$ cat src/hdl/assert_macros.svh
// Assertion macros used by the RTL of the COBS packet deframer.
`ifndef ASSERT_MACROS_SVH
`define ASSERT_MACROS_SVH
`ifndef SYNTHESIS
// Condition that must hold at every clock edge outside reset.
`define CPD_ASSERT(lbl, cond, msg) \
	lbl: assert property (@(posedge clk) disable iff (!arst_n) (cond)) else $error(msg);
// Same-cycle implication.
`define CPD_ASSERT_IMP(lbl, ante, cons, msg) \
	lbl: assert property (@(posedge clk) disable iff (!arst_n) (ante) |-> (cons)) \
		else $error(msg);
// Next-cycle implication.
`define CPD_ASSERT_NXT(lbl, ante, cons, msg) \
	lbl: assert property (@(posedge clk) disable iff (!arst_n) (ante) |=> (cons)) \
		else $error(msg);
`else
`define CPD_ASSERT(lbl, cond, msg)
`define CPD_ASSERT_IMP(lbl, ante, cons, msg)
`define CPD_ASSERT_NXT(lbl, ante, cons, msg)
`endif
`endif

$ cat src/hdl/cpd_pkg.sv
// Types and codes of the COBS packet deframer.
package cpd_pkg;

	// Frame phase
	typedef enum logic [1:0] {
		PH_IDLE = 2'd0,
		PH_LEN  = 2'd1,
		PH_BODY = 2'd2
	} phase_t;

	// Result kinds
	localparam logic [1:0] KIND_ID      = 2'd0;
	localparam logic [1:0] KIND_LEN     = 2'd1;
	localparam logic [1:0] KIND_PAYLOAD = 2'd2;
	localparam logic [1:0] KIND_STATUS  = 2'd3;

	// Frame status codes
	localparam logic [1:0] ST_OK     = 2'd0;
	localparam logic [1:0] ST_CHECK  = 2'd1;
	localparam logic [1:0] ST_BADLEN = 2'd2;

	// Saturation point of the decoded byte count
	localparam logic [8:0] COUNT_MAX = 9'd511;

	typedef struct packed {
		logic [7:0] frame_byte;
		logic       frame_start;
	} frame_in_t;

	typedef struct packed {
		logic [1:0] kind;
		logic [7:0] value;
		logic [1:0] status;
		logic       last;
	} frame_out_t;

endpackage

$ cat src/hdl/cobs_packet_deframer.sv
// COBS packet deframer: streaming decode, XOR check, status per frame.
//
//  channel | handshake              | payload
//  --------+------------------------+---------------------------------------
//  in      | in_valid / in_ready    | in_data  (frame_byte, frame_start)
//  out     | out_valid / out_ready  | out_data (kind, value, status, last)
//  cfg     | cfg_valid / cfg_ready  | cfg_data (max_payload_bytes)
//
// One byte per cycle sustained while the queue has room. A byte is captured
// in the input register, is decoded there against the frame counters and drops
// its results (zero, one or two) into a four-entry output queue.
// The input stage advances while the queue holds at least two free slots.
// Reset clears frame state to idle and sets max_payload_bytes to 255.
// Output stalls back up the queue, then input; cfg_ready is always high.
`include "assert_macros.svh"

module cobs_packet_deframer #(
	parameter int unsigned QDEPTH_LOG2 = 2
) (
	input  logic                 clk,
	input  logic                 arst_n,
	input  logic                 in_valid,
	output logic                 in_ready,
	input  cpd_pkg::frame_in_t   in_data,
	output logic                 out_valid,
	input  logic                 out_ready,
	output cpd_pkg::frame_out_t  out_data,
	input  logic                 cfg_valid,
	output logic                 cfg_ready,
	input  logic [7:0]           cfg_data
);

	localparam int unsigned QDEPTH = 1 << QDEPTH_LOG2;
	localparam logic [QDEPTH_LOG2:0] CNT_ROOM = (QDEPTH_LOG2 + 1)'(QDEPTH - 2);
	localparam logic [QDEPTH_LOG2:0] CNT_FULL = (QDEPTH_LOG2 + 1)'(QDEPTH);

	// Input register
	logic               valid_s1;
	cpd_pkg::frame_in_t item_s1;
	logic               adv;

	// Config register
	logic [7:0] max_pay_q;

	// Frame state
	cpd_pkg::phase_t phase_q, phase_d;
	logic [7:0] enc_left_q, enc_left_d;
	logic [7:0] blk_left_q, blk_left_d;
	logic       first_seen_q, first_seen_d;
	logic [8:0] dcount_q, dcount_d;
	logic [7:0] plen_q, plen_d;
	logic [7:0] xor_q, xor_d;
	logic [7:0] rcheck_q, rcheck_d;
	logic       chk_cap_q, chk_cap_d;

	// Decode outputs
	logic               take;
	logic [7:0]         take_byte;
	logic               emit_dec;
	cpd_pkg::frame_out_t dec_res;
	logic               finish;
	logic               frame_bad;
	cpd_pkg::frame_out_t st_res;

	// Result queue
	cpd_pkg::frame_out_t     queue_q [QDEPTH];
	logic [QDEPTH_LOG2-1:0]  wr_ptr_q, rd_ptr_q;
	logic [QDEPTH_LOG2:0]    cnt_q;
	logic [1:0]              n_push;
	cpd_pkg::frame_out_t     push0, push1;
	logic                    pop;

	assign cfg_ready = 1'b1;
	assign adv       = valid_s1 && (cnt_q <= CNT_ROOM);
	assign in_ready  = !valid_s1 || adv;

	// Input register
	always_ff @(posedge clk or negedge arst_n) begin
		if (!arst_n) begin
			valid_s1 <= 1'b0;
		end else if (in_ready) begin
			valid_s1 <= in_valid;
		end
	end

	always_ff @(posedge clk) begin
		if (in_ready && in_valid) begin
			item_s1 <= in_data;
		end
	end

	// Config register
	always_ff @(posedge clk or negedge arst_n) begin
		if (!arst_n) begin
			max_pay_q <= 8'd255;
		end else if (cfg_valid && cfg_ready) begin
			max_pay_q <= cfg_data;
		end
	end

	// Frame sequencing: phase, counters, block tracking
	always_comb begin
		phase_d      = phase_q;
		enc_left_d   = enc_left_q;
		blk_left_d   = blk_left_q;
		first_seen_d = first_seen_q;
		take         = 1'b0;
		take_byte    = 8'd0;
		finish       = 1'b0;
		if (adv) begin
			if (item_s1.frame_start) begin
				phase_d      = cpd_pkg::PH_LEN;
				enc_left_d   = 8'd0;
				blk_left_d   = 8'd0;
				first_seen_d = 1'b0;
			end else begin
				unique case (phase_q)
					cpd_pkg::PH_LEN: begin
						enc_left_d = item_s1.frame_byte;
						phase_d    = cpd_pkg::PH_BODY;
						finish     = (item_s1.frame_byte == 8'd0);
					end
					cpd_pkg::PH_BODY: begin
						if (enc_left_q == 8'd0) begin
							phase_d = cpd_pkg::PH_IDLE;
						end else begin
							if (blk_left_q == 8'd0) begin
								// code byte: restores a zero unless it opens the frame
								take         = first_seen_q;
								first_seen_d = 1'b1;
								blk_left_d   = (item_s1.frame_byte == 8'd0) ? 8'd0
								               : item_s1.frame_byte - 8'd1;
							end else begin
								take       = 1'b1;
								take_byte  = item_s1.frame_byte;
								blk_left_d = blk_left_q - 8'd1;
							end
							enc_left_d = enc_left_q - 8'd1;
							finish     = (enc_left_q == 8'd1);
						end
					end
					default: begin
						phase_d = cpd_pkg::PH_IDLE;
					end
				endcase
			end
			if (finish) begin
				phase_d = cpd_pkg::PH_IDLE;
			end
		end
	end

	// Decoded byte placement: id, length, payload, checksum
	always_comb begin
		logic [8:0] chk_pos;
		chk_pos   = {1'b0, plen_q} + 9'd2;
		dcount_d  = dcount_q;
		plen_d    = plen_q;
		xor_d     = xor_q;
		rcheck_d  = rcheck_q;
		chk_cap_d = chk_cap_q;
		emit_dec  = 1'b0;
		dec_res   = '0;
		if (adv && item_s1.frame_start) begin
			dcount_d  = 9'd0;
			plen_d    = 8'd0;
			xor_d     = 8'd0;
			rcheck_d  = 8'd0;
			chk_cap_d = 1'b0;
		end else if (take) begin
			dec_res.value = take_byte;
			if (dcount_q == 9'd0) begin
				emit_dec     = 1'b1;
				dec_res.kind = cpd_pkg::KIND_ID;
				xor_d        = xor_q ^ take_byte;
			end else if (dcount_q == 9'd1) begin
				emit_dec     = 1'b1;
				dec_res.kind = cpd_pkg::KIND_LEN;
				plen_d       = take_byte;
				xor_d        = xor_q ^ take_byte;
			end else if (dcount_q < chk_pos) begin
				emit_dec     = 1'b1;
				dec_res.kind = cpd_pkg::KIND_PAYLOAD;
				xor_d        = xor_q ^ take_byte;
			end else if (dcount_q == chk_pos) begin
				rcheck_d  = take_byte;
				chk_cap_d = 1'b1;
			end
			if (dcount_q != cpd_pkg::COUNT_MAX) begin
				dcount_d = dcount_q + 9'd1;
			end
		end
	end

	// End-of-frame status from the updated frame state
	always_comb begin
		frame_bad = (blk_left_d != 8'd0) || !chk_cap_d ||
		            ({1'b0, dcount_d} > ({2'b00, max_pay_q} + 10'd3));
		st_res      = '0;
		st_res.kind = cpd_pkg::KIND_STATUS;
		st_res.last = 1'b1;
		if (frame_bad) begin
			st_res.status = cpd_pkg::ST_BADLEN;
		end else if (xor_d != rcheck_d) begin
			st_res.status = cpd_pkg::ST_CHECK;
		end else begin
			st_res.status = cpd_pkg::ST_OK;
		end
	end

	// Frame state registers
	always_ff @(posedge clk or negedge arst_n) begin
		if (!arst_n) begin
			phase_q      <= cpd_pkg::PH_IDLE;
			enc_left_q   <= 8'd0;
			blk_left_q   <= 8'd0;
			first_seen_q <= 1'b0;
			dcount_q     <= 9'd0;
			plen_q       <= 8'd0;
			xor_q        <= 8'd0;
			rcheck_q     <= 8'd0;
			chk_cap_q    <= 1'b0;
		end else begin
			phase_q      <= phase_d;
			enc_left_q   <= enc_left_d;
			blk_left_q   <= blk_left_d;
			first_seen_q <= first_seen_d;
			dcount_q     <= dcount_d;
			plen_q       <= plen_d;
			xor_q        <= xor_d;
			rcheck_q     <= rcheck_d;
			chk_cap_q    <= chk_cap_d;
		end
	end

	// Pack the results of this byte into queue order
	always_comb begin
		push0  = dec_res;
		push1  = st_res;
		n_push = 2'd0;
		if (emit_dec && finish) begin
			n_push = 2'd2;
		end else if (emit_dec) begin
			n_push = 2'd1;
		end else if (finish) begin
			push0  = st_res;
			n_push = 2'd1;
		end
	end

	assign pop       = out_valid && out_ready;
	assign out_valid = (cnt_q != '0);
	assign out_data  = queue_q[rd_ptr_q];

	// Result queue storage
	always_ff @(posedge clk) begin
		if (n_push != 2'd0) begin
			queue_q[wr_ptr_q] <= push0;
		end
		if (n_push == 2'd2) begin
			queue_q[wr_ptr_q + QDEPTH_LOG2'(1)] <= push1;
		end
	end

	// Result queue pointers
	always_ff @(posedge clk or negedge arst_n) begin
		if (!arst_n) begin
			wr_ptr_q <= '0;
			rd_ptr_q <= '0;
			cnt_q    <= '0;
		end else begin
			wr_ptr_q <= wr_ptr_q + QDEPTH_LOG2'(n_push);
			if (pop) begin
				rd_ptr_q <= rd_ptr_q + QDEPTH_LOG2'(1);
			end
			cnt_q <= cnt_q + (QDEPTH_LOG2 + 1)'(n_push) - (QDEPTH_LOG2 + 1)'(pop);
		end
	end

	// Checks
	`CPD_ASSERT(a_queue_bound, cnt_q <= CNT_FULL, "result queue overflow")
	`CPD_ASSERT_IMP(a_push_room, n_push != 2'd0, cnt_q <= CNT_ROOM, "push without room")
	`CPD_ASSERT_IMP(a_stall_held, !in_ready, valid_s1, "input stalled with empty stage")
	`CPD_ASSERT_NXT(a_push_shows, n_push != 2'd0, out_valid, "pushed result not visible")
	`CPD_ASSERT_IMP(a_last_status, out_valid,
		(out_data.last == (out_data.kind == cpd_pkg::KIND_STATUS)),
		"last flag does not match status kind")

endmodule
$ cat config.mk
export PLATFORM = sky130hd
export DESIGN_NAME = cobs_packet_deframer
export DESIGN_NICKNAME = d
export VERILOG_FILES = /design/src/hdl/cpd_pkg.sv /design/src/hdl/cobs_packet_deframer.sv
export VERILOG_INCLUDE_DIRS = /design/src /design/src/hdl
export SDC_FILE = /design/constraint.sdc
export NUM_CORES = 1
export LEC_CHECK = 0
export ABC_AREA = 1
export BUFFER_PORTS_ARGS = -buffer_cell sky130_fd_sc_hd__buf_2
export CELL_PAD_IN_SITES_DETAIL_PLACEMENT = 0
export CELL_PAD_IN_SITES_GLOBAL_PLACEMENT = 1
export CORE_UTILIZATION = 46
export DETAILED_ROUTE_END_ITERATION = 10
export PLACE_DENSITY_LB_ADDON = 0.1
export RECOVER_POWER = 100
export SLEW_MARGIN = 20
export SYNTH_ARGS = -nofsm -noshare
export SYNTH_HDL_FRONTEND = slang
export SYNTH_SLANG_ARGS = --single-unit
$ cat constraint.sdc
create_clock -name clk -period 4.8 [get_ports clk]
set_clock_uncertainty 0.2 [all_clocks]
set_input_delay 0.96 -clock clk [delete_from_list [all_inputs] [get_ports clk]]
set_output_delay 0.96 -clock clk [all_outputs]
set_load 0.1 [all_outputs]
Yosys cells after proc, flatten, opt, wreduce, memory -nomap -nowiden
Memory sizes are Yosys's and may differ from the RTL's.
Index checks and enable logic that the tools add are counted.
- equality and inequality tests: 12
- reductions and logical operators: 26
- div/mod/pow operators: 0
- bitwise operators: 1
- shifts and indexed selects: 0
- magnitude comparators: 3
- multiplexer cells: 78
- add/sub/neg operators: 11
- multipliers: 0
- operators with widths (operator ; number):
    $mux W8 ; 28
    $mux W13 ; 3
    $mux W1 ; 31
    $mux W9 ; 3
    $logic_not A8 Y1 ; 3
    $sub A8 B1 Y8 const B ; 3
    $mux W10 ; 2
    $add A8 B2 Y9 const B ; 2
    $mux W2 ; 8
    $pmux W8 S2 ; 1
    $reduce_bool A2 Y1 ; 5
    $add A9 B1 Y9 const B ; 1
    $eq A9 B1 Y1 const B ; 1
    $eq A9 B9 Y1 ; 1
    $gt A9 B9 Y1 ; 1
    $logic_not A9 Y1 ; 1
    $lt A9 B9 Y1 ; 1
    $ne A9 B9 Y1 const B ; 1
    $eq A8 B1 Y1 const B ; 1
    $ne A8 B8 Y1 ; 1
    $reduce_bool A8 Y1 ; 1
    $xor A8 B8 Y8 ; 1
    $reduce_and A3 Y1 ; 2
    $reduce_bool A3 Y1 ; 2
    17 further kinds ; 27
- register bits: 78
- memory bits (writable): 52
- output and inout bits: 16
- bits in latches: 0
- logic and storage cells: 148
- input port bits: 22
- memories kept: 1
- memory bits (read-only): 0
- memory list (name ; depth ; bits a word ; read ports ; clocked after Yosys merged registers in ; wr ports ; line ; text):
    queue_q ; 4 ; 13 ; 1 ; 0 ; 2 ; cobs_packet_deframer.sv:66 ; cpd_pkg::frame_out_t queue_q [QDEPTH];

Depth between registers and ports, before layout
- depth in word-level cells: 18
- depth in mapped cells: 23
- depth with buffers taken out: 23

Worst setup path before layout
Ideal clock, no wire load.
- kind: register to output
- start: register rd_ptr_q[0]
- end: output out_data[10] in the netlist's numbering
- data arrival time: 2.487 ns
- data required time: 3.640 ns
- slack: 1.153 ns
- buffers on the path: 2
- cell stages (with the launch flop): 6
- cells stage by stage: dfrtp_1 > clkbuf_1 > inv_1 > clkbuf_1 > o21ai_0 > o22ai_1
- RTL lines (element ; line ; text):
    from (decl) ; cobs_packet_deframer.sv:67 ; logic [QDEPTH_LOG2-1:0] wr_ptr_q, rd_ptr_q;
    from (signal assigned) ; cobs_packet_deframer.sv:274 ; rd_ptr_q <= rd_ptr_q + QDEPTH_LOG2'(1);
    to (decl) ; cobs_packet_deframer.sv:27 ; output cpd_pkg::frame_out_t out_data,

==> key figures <==
Detailed routing
  • Drt drc: 0
  • Final antenna-violating net count: 0
  • DRT Pass-1 Iters: 5
  • Via Count: 6,121
  • Vias per cell: 5.01
  • WL per Instance: 14.2 um
  • DR iter-0 viols: 360
  • Final WL: 17,400 um

STA
  • Final Hold Viols: 0
  • Setup TNS: 0 ns
  • Worst-Margin Slew: 1.77 ns
  • Final Cycle Share: 0.883
  • Setup-failing EPs final: 0
  • Max Freq: 236 MHz
  • Final Slew Violations: 70
  • RSZ-0062 raised after global routing: false
  • Crit path time final: 4.24 ns
  • Worst rel slew slack: -0.178

GRT
  • Vias in the first global route: 5,846
  • Grt total ovfl: 0
  • First-pass GRT wire length: 29,000 um
  • Antenna violations before repair: 0
  • Pin count of the biggest net entering global routing: 70
  • Global Route Usage Sum: 0.228

Pwr
  • Gate power share: 0.442
  • Switching power: 2.30 mW
  • Sw Share: 0.474
  • Pint: 2.55 mW
  • Power consumption: 4.85 mW
  • Sequential power share: 0.293
  • Pwr/cell area: 588 nW/um^2
  • Leakage: 3.87 nW
  • Clock power share: 0.265
  • Maximum VDD drop: 0.333 mV

Final layout
  • Share of layout cells above drive strength 1: 0.0880
  • Final net count: 1,057
  • Ant. Diodes: 0
  • Area grow syn2layout: 12.2%
  • Biggest registers after layout: queue_q: 52 flops, dcount_q: 9 flops, item_s1: 9 flops
  • Max reg flops: 52
  • Biggest register: queue_q

Placement
  • Number of port buffers: 36
  • DP Wirelength: 12,700 um
  • GPL Wtd Cong: 0.823

Clock network
  • Post-CTS sizing: 0
  • Hold-fix buffers at CTS: 0
  • Cts bufs inserted: 17
  • CTS clock-pin slew for the worst setup and hold paths: 0.06 ns
  • CTS tree: done
  • Number of post-CTS setup repair buffers: 0
  • CTS H-tree depth: 4
  • Clk_lat worst skew: 0.43 ns
  • Maximum clock insertion buffer count: 2
  • Clock root cell: clkbuf_16
  • CTS sink count: 130

Setup path
  • Reg-to-Reg Start: cnt_q[0]$_DFF_PN0_
  • Critical Path Source: cnt_q[0]$_DFF_PN0_
  • CP max-delay cell: dfrtp_1
  • Worst Path Max Fanout: 12
  • Worst Path Required: 4.87 ns
  • Critical path, cell by cell: a21oi_1 -> nand2_2 -> nor2_4 -> nand3_4 -> a21oi_1 -> inv_1 -> nor2_1 -> nand2_1 -> o21ai_0 -> a21oi_1 -> ha_1 -> a21oi_1 -> o21a_1 -> o221ai_1 -> o32ai_1 -> inv_1 -> nor3_4 -> nand2_2 -> nor2_1
  • Critical Path Max Stage Delay: 0.39 ns
  • Crit path top cell by count: a21oi_1
  • Critical path capture point type: flip-flop
  • Startpoint Class: flip-flop
  • Critical path class: flip-flop to flip-flop
  • WP data arrival: 4.31 ns

Logic synthesis
  • Synth warnings: 0
  • Cells after Synth: 958
  • Sequential fraction of the synthesis area: 0.425
  • Distinct cells, synth: 48
  • Synthesized Nets: 1,017
  • Avg Inst Size Synth: 7.68 sq um
  • Synthesized cell area: 7360 sq um
  • Register bit total from synthesis: 130

Floorplanning
  • Die W: 128 um
  • Core Rows: 45
  • Core ar.: 15,400 sq um
  • Area of the die: 16,500 sq um
  • Initial Utilization: 0.477
  • Ports: 38
  • Die Y-Extent: 128 um

Hold path
  • Hold Path Class: flip-flop to flip-flop
  • Worst hold start: queue_q[1][8]$_SDFFE_PP0P_

Run
  • Max_cap viols: 1

Outcome
  • Failing checks: max-capacitance violations, max-slew violations
  • Status: complete, but fails checks
-- stage by stage --
step	area, sq um	instances	worst slack (ns)	util	hold WS, ns
finish	8250	1222	0.562	0.535	0.252
global route	8250	1222	0.200	0.535	0.281
CTS	8340	1222	0.616	0.541	0.255
detailed placement	7740	1190	0.646	0.502	0.240
global placement	7740	1190	0.801	0.502	0.234
floorplan	7360	958	1.15	-	0.223
-- logic make-up (layout without fill, tap and decap cells) --
logic type / Yosys count / after routing / synth area share
AO/OA/AOI/OAI: 177 / 177 / 0.131
XOR/XNOR: 25 / 25 / 0.0298
adder cells (fa/ha/maj): 37 / 37 / 0.0639
buffers and inverters: 168 / 221 / 0.0889
flip-flops: 130 / 130 / 0.425
other: 1 / 1 / 0.000510
AND/OR/NAND/NOR: 420 / 420 / 0.260
-- Yosys cell counts, drive strengths merged --
cell type / n / share of area
nand3b: 5 / 0.0051
a211oi: 1 / 0.0010
a21boi: 1 / 0.0010
o21ai: 104 / 0.071
o211ai: 2 / 0.0020
clkinv: 1 / 0.00051
dfrtp: 61 / 0.21
a31oi: 1 / 0.00085
nor2: 136 / 0.083
nor4: 1 / 0.00085
o221ai: 1 / 0.0012
o32ai: 2 / 0.0024
fa: 1 / 0.0027
a221oi: 1 / 0.0012
o21a: 2 / 0.0020
o22ai: 22 / 0.019
edfxtp: 17 / 0.069
dfstp: 8 / 0.029
conb: 1 / 0.00051
nand4: 8 / 0.0077
nand2: 196 / 0.11
o31ai: 3 / 0.0031
nor3: 18 / 0.017
clkbuf: 13 / 0.0066
nand3: 56 / 0.041
ha: 36 / 0.061
xnor2: 5 / 0.0060
xor2: 20 / 0.024
a21oi: 34 / 0.024
buf: 7 / 0.0068
dfxtp: 44 / 0.12
o21bai: 3 / 0.0031
inv: 147 / 0.075
-- critical path, delay by kind of cell, from the launching register on --
kind,cells,cell delay [ns]
flops,1,0.39
buf+inv,2,0.29
fa+ha+maj,1,0.33
simple gates,8,1.54
compound gates,8,1.31
-- layout make-up --
cell class | count | area [sq um]
Fill cell | 1574 | 7180
Multi-Input combinational cell | 660 | 3520
Sequential cell | 130 | 3130
Inverter | 148 | 556
Clock buffer | 23 | 533
Tap cell | 211 | 264
Timing Repair Buffer | 41 | 186
Clock inverter | 9 | 66.3
-- cell usage in the layout, fill, tap and decap left out, drive strengths merged, types with 17 or more instances in the layout --
master,instances
a21oi,34
buf,21
clkbuf,43
dfrtp,61
dfxtp,44
edfxtp,17
ha,36
inv,147
nand2,196
nand3,56
nor2,136
nor3,18
o21ai,104
o22ai,22
xor2,20
-- power groups by stage --
stage | sequential, mW | combinational [mW] | clock [mW]
floorplan | 1.40 | 1.86 | 0
global placement | 1.45 | 2.23 | 0
detailed placement | 1.45 | 2.23 | 0
CTS | 1.42 | 2.24 | 1.32
global route | 1.44 | 2.38 | 1.36
finish | 1.42 | 2.15 | 1.29
-- final timing paths --
check	endpoint	slack, ns	cells past startpoint
min	queue_q[1][8]$_SDFFE_PP0P_	0.25	2
min in group asynchronous	enc_left_q[2]$_DFFE_PN0P_	0.81	1
max reg2reg	queue_q[1][1]$_DFFE_PP_	0.56	19
max in group asynchronous	plen_q[6]$_DFFE_PN0P_	2.54	1
min reg2reg	queue_q[1][8]$_SDFFE_PP0P_	0.25	2
max	queue_q[1][1]$_DFFE_PP_	0.56	19
-- per-layer routing --
| metal | part of all wire | track usage | vias up |
|---|---|---|---|
| li1 | - | - | 3185 |
| met1 | 0.47 | 0.297 | 2789 |
| met2 | 0.48 | 0.383 | 131 |
| met3 | 0.038 | 0.0428 | 16 |
| met4 | 0.015 | 0.0678 | 0 |
| met5 | 0 | 0 | - |
Note: power is estimated with default switching activity, not from simulation.
